## config.mk

```make
export PLATFORM = sky130hd
export DESIGN_NAME = btec_fifo
export DESIGN_NICKNAME = d
export VERILOG_FILES = /design/src/rtl/btec_pkg.sv /design/src/rtl/btec_fifo.sv
export SDC_FILE = /design/constraint.sdc
export NUM_CORES = 1
export LEC_CHECK = 0
export BUFFER_PORTS_ARGS = -buffer_cell sky130_fd_sc_hd__buf_2
export CAP_MARGIN = 20
export CORE_AREA = 3 3 118 205
export CTS_CLUSTER_SIZE = 25
export DETAILED_ROUTE_END_ITERATION = 16
export DIE_AREA = 0 0 121 208
export MAX_ROUTING_LAYER = met4
export PLACE_DENSITY = 0.49
export SLEW_MARGIN = 20
export SYNTH_ARGS = -nofsm -noshare
export SYNTH_HDL_FRONTEND = slang
export SYNTH_SLANG_ARGS = --single-unit
```

## constraint.sdc

```tcl
create_clock -name aclk -period 10.75 [get_ports aclk]
set_input_delay 2.15 -clock aclk [delete_from_list [all_inputs] [get_ports aclk]]
set_output_delay 2.15 -clock aclk [all_outputs]
set_load 0.1 [all_outputs]
```

## src/rtl/btec_pkg.sv

```systemverilog
`timescale 1ns / 1ps
`default_nettype none

package btec_pkg;

    // Field widths of one input item
    localparam int ACT_W    = 2;
    localparam int VAR_W    = 3;
    localparam int SLOT_W   = 4;
    localparam int TOTAL_W  = 5;
    localparam int NUM_W    = 32;
    localparam int LADDR_W  = 12;
    localparam int LCOUNT_W = 16;

    // Bit offsets inside s_tdata
    localparam int OFF_VAR    = 0;
    localparam int OFF_SLOT   = OFF_VAR + VAR_W;
    localparam int OFF_TOTAL  = OFF_SLOT + SLOT_W;
    localparam int OFF_NUM    = OFF_TOTAL + TOTAL_W;
    localparam int OFF_LADDR  = OFF_NUM + NUM_W;
    localparam int OFF_LCOUNT = OFF_LADDR + LADDR_W;

    localparam int S_TDATA_W = 72;
    localparam int S_TUSER_W = ACT_W;
    localparam int M_TDATA_W = 24;
    localparam int M_TUSER_W = 1;

    // Configuration registers
    localparam int THR_W      = 17;
    localparam int TREES_W    = 16;
    localparam int VCNT_W     = 4;
    localparam int CFG_ADDR_W = 2;
    localparam int CFG_DATA_W = 17;

    localparam logic [CFG_ADDR_W-1:0] CFG_THRESHOLD = 2'd0;
    localparam logic [CFG_ADDR_W-1:0] CFG_TREES     = 2'd1;
    localparam logic [CFG_ADDR_W-1:0] CFG_VARS      = 2'd2;

    // Vote fraction scaling (Q1.16 threshold)
    localparam int FRAC_W = 16;

    // Feature position counter saturates here
    localparam int POS_W = 4;
    localparam logic [POS_W-1:0] POS_SAT = '1;

    localparam logic [TOTAL_W-1:0] SPLIT_CNT_RST = '1;

    // Command queue between front and back (power of two)
    localparam int FIFO_DEPTH = 2;
    localparam int FIFO_PTR_W = $clog2(FIFO_DEPTH);
    localparam int FIFO_CNT_W = $clog2(FIFO_DEPTH + 1);

    typedef enum logic [ACT_W-1:0] {
        ACT_SPLIT = 2'd0,
        ACT_COUNT = 2'd1,
        ACT_LEAF  = 2'd2,
        ACT_FEAT  = 2'd3
    } action_t;

    typedef struct packed {
        action_t               kind;
        logic [VAR_W-1:0]      var_sel;
        logic [SLOT_W-1:0]     slot;
        logic [TOTAL_W-1:0]    split_total;
        logic [NUM_W-1:0]      number;
        logic [LADDR_W-1:0]    leaf_addr;
        logic [LCOUNT_W-1:0]   leaf_count;
        logic                  last;
    } cmd_t;

    typedef struct packed {
        logic [THR_W-1:0]   threshold;
        logic [TREES_W-1:0] trees;
        logic [VCNT_W-1:0]  vars;
    } cfg_t;

    typedef struct packed {
        logic                decision;
        logic [LCOUNT_W-1:0] votes;
        logic                fault;
    } result_t;

    typedef enum logic [2:0] {
        BK_CLEAR,
        BK_IDLE,
        BK_SCAN,
        BK_INDEX,
        BK_LOOK,
        BK_DECIDE
    } back_state_t;

endpackage

`default_nettype wire

```

## src/rtl/btec_fifo.sv

```systemverilog
`timescale 1ns / 1ps
`default_nettype none

module btec_fifo (
    input  wire logic           aclk,
    input  wire logic           aresetn,
    input  wire logic           push,
    input  btec_pkg::cmd_t      din,
    input  wire logic           pop,
    output btec_pkg::cmd_t      dout,
    output logic                full,
    output logic                empty
);
    import btec_pkg::*;

    cmd_t                  slot_reg [FIFO_DEPTH];
    logic [FIFO_PTR_W-1:0] wr_ptr_reg;
    logic [FIFO_PTR_W-1:0] rd_ptr_reg;
    logic [FIFO_CNT_W-1:0] cnt_reg;
    logic                  do_push;
    logic                  do_pop;

    assign full    = cnt_reg == FIFO_CNT_W'(FIFO_DEPTH);
    assign empty   = cnt_reg == '0;
    assign do_push = push && !full;
    assign do_pop  = pop && !empty;
    assign dout    = slot_reg[rd_ptr_reg];

    always_ff @(posedge aclk) begin
        if (!aresetn) begin
            wr_ptr_reg <= '0;
            rd_ptr_reg <= '0;
            cnt_reg    <= '0;
        end else begin
            if (do_push) wr_ptr_reg <= wr_ptr_reg + 1'b1;
            if (do_pop)  rd_ptr_reg <= rd_ptr_reg + 1'b1;
            if (do_push && !do_pop)      cnt_reg <= cnt_reg + 1'b1;
            else if (do_pop && !do_push) cnt_reg <= cnt_reg - 1'b1;
        end
    end

    always_ff @(posedge aclk) begin
        if (do_push) slot_reg[wr_ptr_reg] <= din;
    end

endmodule

`default_nettype wire

```

==> summary.md <==
| Metric | Value |
|---|---|
| Run status | completed |
| Hold crit path type | flop to flop |
| Row count | 73 |
| Max incr delay on CP | 0.72 ns |
| Clock Tree Root | clkbuf_16 |
| Post-layout minimum cycle time | 4.550 ns |
| Port Buffers | 155 |
| Initial antenna violation count | 4 |
| Setup TNS | 0 ns |
| Total number of H-tree levels | 4 |
| Clock Path Buffers | 2 |
| Sequential area share after synthesis | 81.40% |
| CP Cell Sequence | buf_4, mux2_2, buf_2 |
| Hold-fix buffers, CTS | 0 |
| Global-route wire length before repair | 17960 microns |
| Max Cap Viol | 0 |
| Synth Register Bits | 155 |
| Post_cts resized | 0 |
| Clk slew on worst S/H paths | 0.06 ns |
| Post-CTS setup buffers | 0 |
| Final setup viols | 0 |
| Final period util | 42.33% |
| Synth Net Count | 338 |
| Max reg flops | 150 |
| Setup crit start kind | flop |
| Worst hold stages | 2 |
| Crit path depth | 3 |
| RSZ-0062 raised after global routing | false |
| Vias/cell | 3.885 |
| Synthesized cell area | 5657 sq um |
| Clock Latency Late Sink | 0.42 ns |
| Die area | 25170 sq um |
| Syn avg cell area | 21.93 sq um |
| Clock Skew | 0.007951 ns |
| Crit. End Element | output pin |
| Core area | 22740 sq um |
| Clock tree from TritonCTS | built |
| Routed via count | 2894 |
| Detailed Route WL | 11700 microns |
| Final Util | 32.57% |
| GP Congestion | 0.6909 |
| Slew HR | 43.72% |
| Top-level I/O count | 156 |
| Global-route usage over all layers | 10.02% |
| Layout cells sized above 1 | 49.89% |
| CP Class | flop to output pin |
| Die height | 208 microns |
| Vias in the first global route | 3251 |
| Wirelength per Cell | 15.70 microns |
| First-pass DRT Iterations | 4 |
| Clk sink count | 155 |
| Gr ovfl total | 0 |
| Commonest non-fill, non-tap cell in the layout | buf_2 |
| Critical path's top delay family | buffers and inverters |
| Critical path buffers and inverters | 2 |
| Layout area overhead | 30.94% |
| Worst R2R Path Depth | 4 |
| Crit Path Max Fanout | 59 |
| Fill cell count | 2199 |
| Yosys warns | 0 |
| Slowest cell on the critical path | buf_4 |
| DRT iter0 DRCs | 168 |
| Cts bufs inserted | 17 |
| Hold violation count in the final report | 0 |
| Die Width | 121 microns |
| Arrival time worst endpoint | 2.40 ns |
| Initial Util | 24.87% |
| Post-DRT Antenna Nets | 0 |
| Pin count of the biggest net entering global routing | 60 |
| Cells after synthesis | 258 |
| Nets | 508 |
| Max Slew Vio Count | 0 |
| Most frequent cells in the layout | 155 x buf_2, 150 x edfxtp_1, 50 x mux2_1, 25 x mux2_2, 17 x clkbuf_16 |
| Fmax | 0.2198 GHz |
| CP required | 8.60 ns |
| Least-Margin Pin Slew | 0.8441 ns |
| # DRC | 0 |
| Distinct cell type count after synthesis | 23 |
| Post-DP HPWL | 7790 microns |
==> synthesized netlist by cell type, drive strengths merged <==
library cell	instances	area share (%)
a21boi	2	0.27
and2	3	0.33
and3	1	0.11
buf	8	1.3
dfxtp	5	1.8
edfxtp	150	80
ha	1	0.22
inv	2	0.13
mux2	75	15
nand2b	1	0.11
nor2	2	0.13
nor3	1	0.18
o21a	1	0.13
o21ai	2	0.18
or3	1	0.11
xnor2	2	0.31
xor2	1	0.15
==> cells by family after synthesis <==
group	after synthesis	share of synthesized area, %
buf+inv	10	1.438
fa+ha+maj	1	0.2212
compound gates	5	0.5751
mux	75	14.93
xor+xnor	3	0.4646
simple gates	9	0.9735
flops	155	81.40
==> final cells by class <==
type	instances	area (sq um)	share of cell area [%]
clock buffer	17	425.4	5.743
clock inverter	15	188.9	2.551
sequential	155	4608	62.21
antenna	4	10.01	0.1351
multi-input combinational	93	982.2	13.26
tap	300	375.4	5.068
timing repair buffer	159	809.5	10.93
inverter	2	7.507	0.1014
==> through the flow <==
| step | instances | hold WS, ns | instance area (sq um) | setup slack, ns |
|---|---|---|---|---|
| 5_1_grt | 745 | 0.6063 | 7407 | 6.015 |
| 4_1_cts | 740 | 0.5638 | 7386 | 6.068 |
| 3_3_place_gp | 708 | 0.4947 | 6771 | 6.251 |
| 3_5_place_dp | 708 | 0.5523 | 6771 | 6.230 |
| 2_1_floorplan | 258 | 0.4833 | 5657 | 5.099 |
| 6_report | 745 | 0.5684 | 7407 | 6.200 |
==> routing by layer <==
| metal | vias to the layer above | share of wire, % | GRT usage [%] |
|---|---|---|---|
| met1 | 1412 | 36 | 9.611 |
| li1 | 1366 | - | - |
| met4 | 0 | 3.1 | 5.595 |
| met2 | 94 | 55 | 17.21 |
| met3 | 22 | 6.1 | 3.535 |
| met5 | - | 0 | - |
==> final timing paths <==
| path | from | to | slack [ns] |
|---|---|---|---|
| hold reg to reg | cnt_reg[1]$_SDFFE_PN0P_ | cnt_reg[1]$_SDFFE_PN0P_ | 0.57 |
| hold / removal | cnt_reg[1]$_SDFFE_PN0P_ | cnt_reg[1]$_SDFFE_PN0P_ | 0.57 |
| setup reg to reg | cnt_reg[0]$_SDFFE_PN0P_ | slot_reg[0][14]$_DFFE_PP_ | 8.31 |
| setup / recovery | flop | dout[61] | 6.20 |
==> worst register-to-register path: stages, from the launching register on <==
cell and delay (ns):
dfxtp_1 0.41, nand2b_1 0.20, inv_2 0.08, nor3_4 0.59, buf_4 0.73
Power is not shown: default switching activity piles up to over one toggle a cycle in this logic, so the estimate is an artifact.
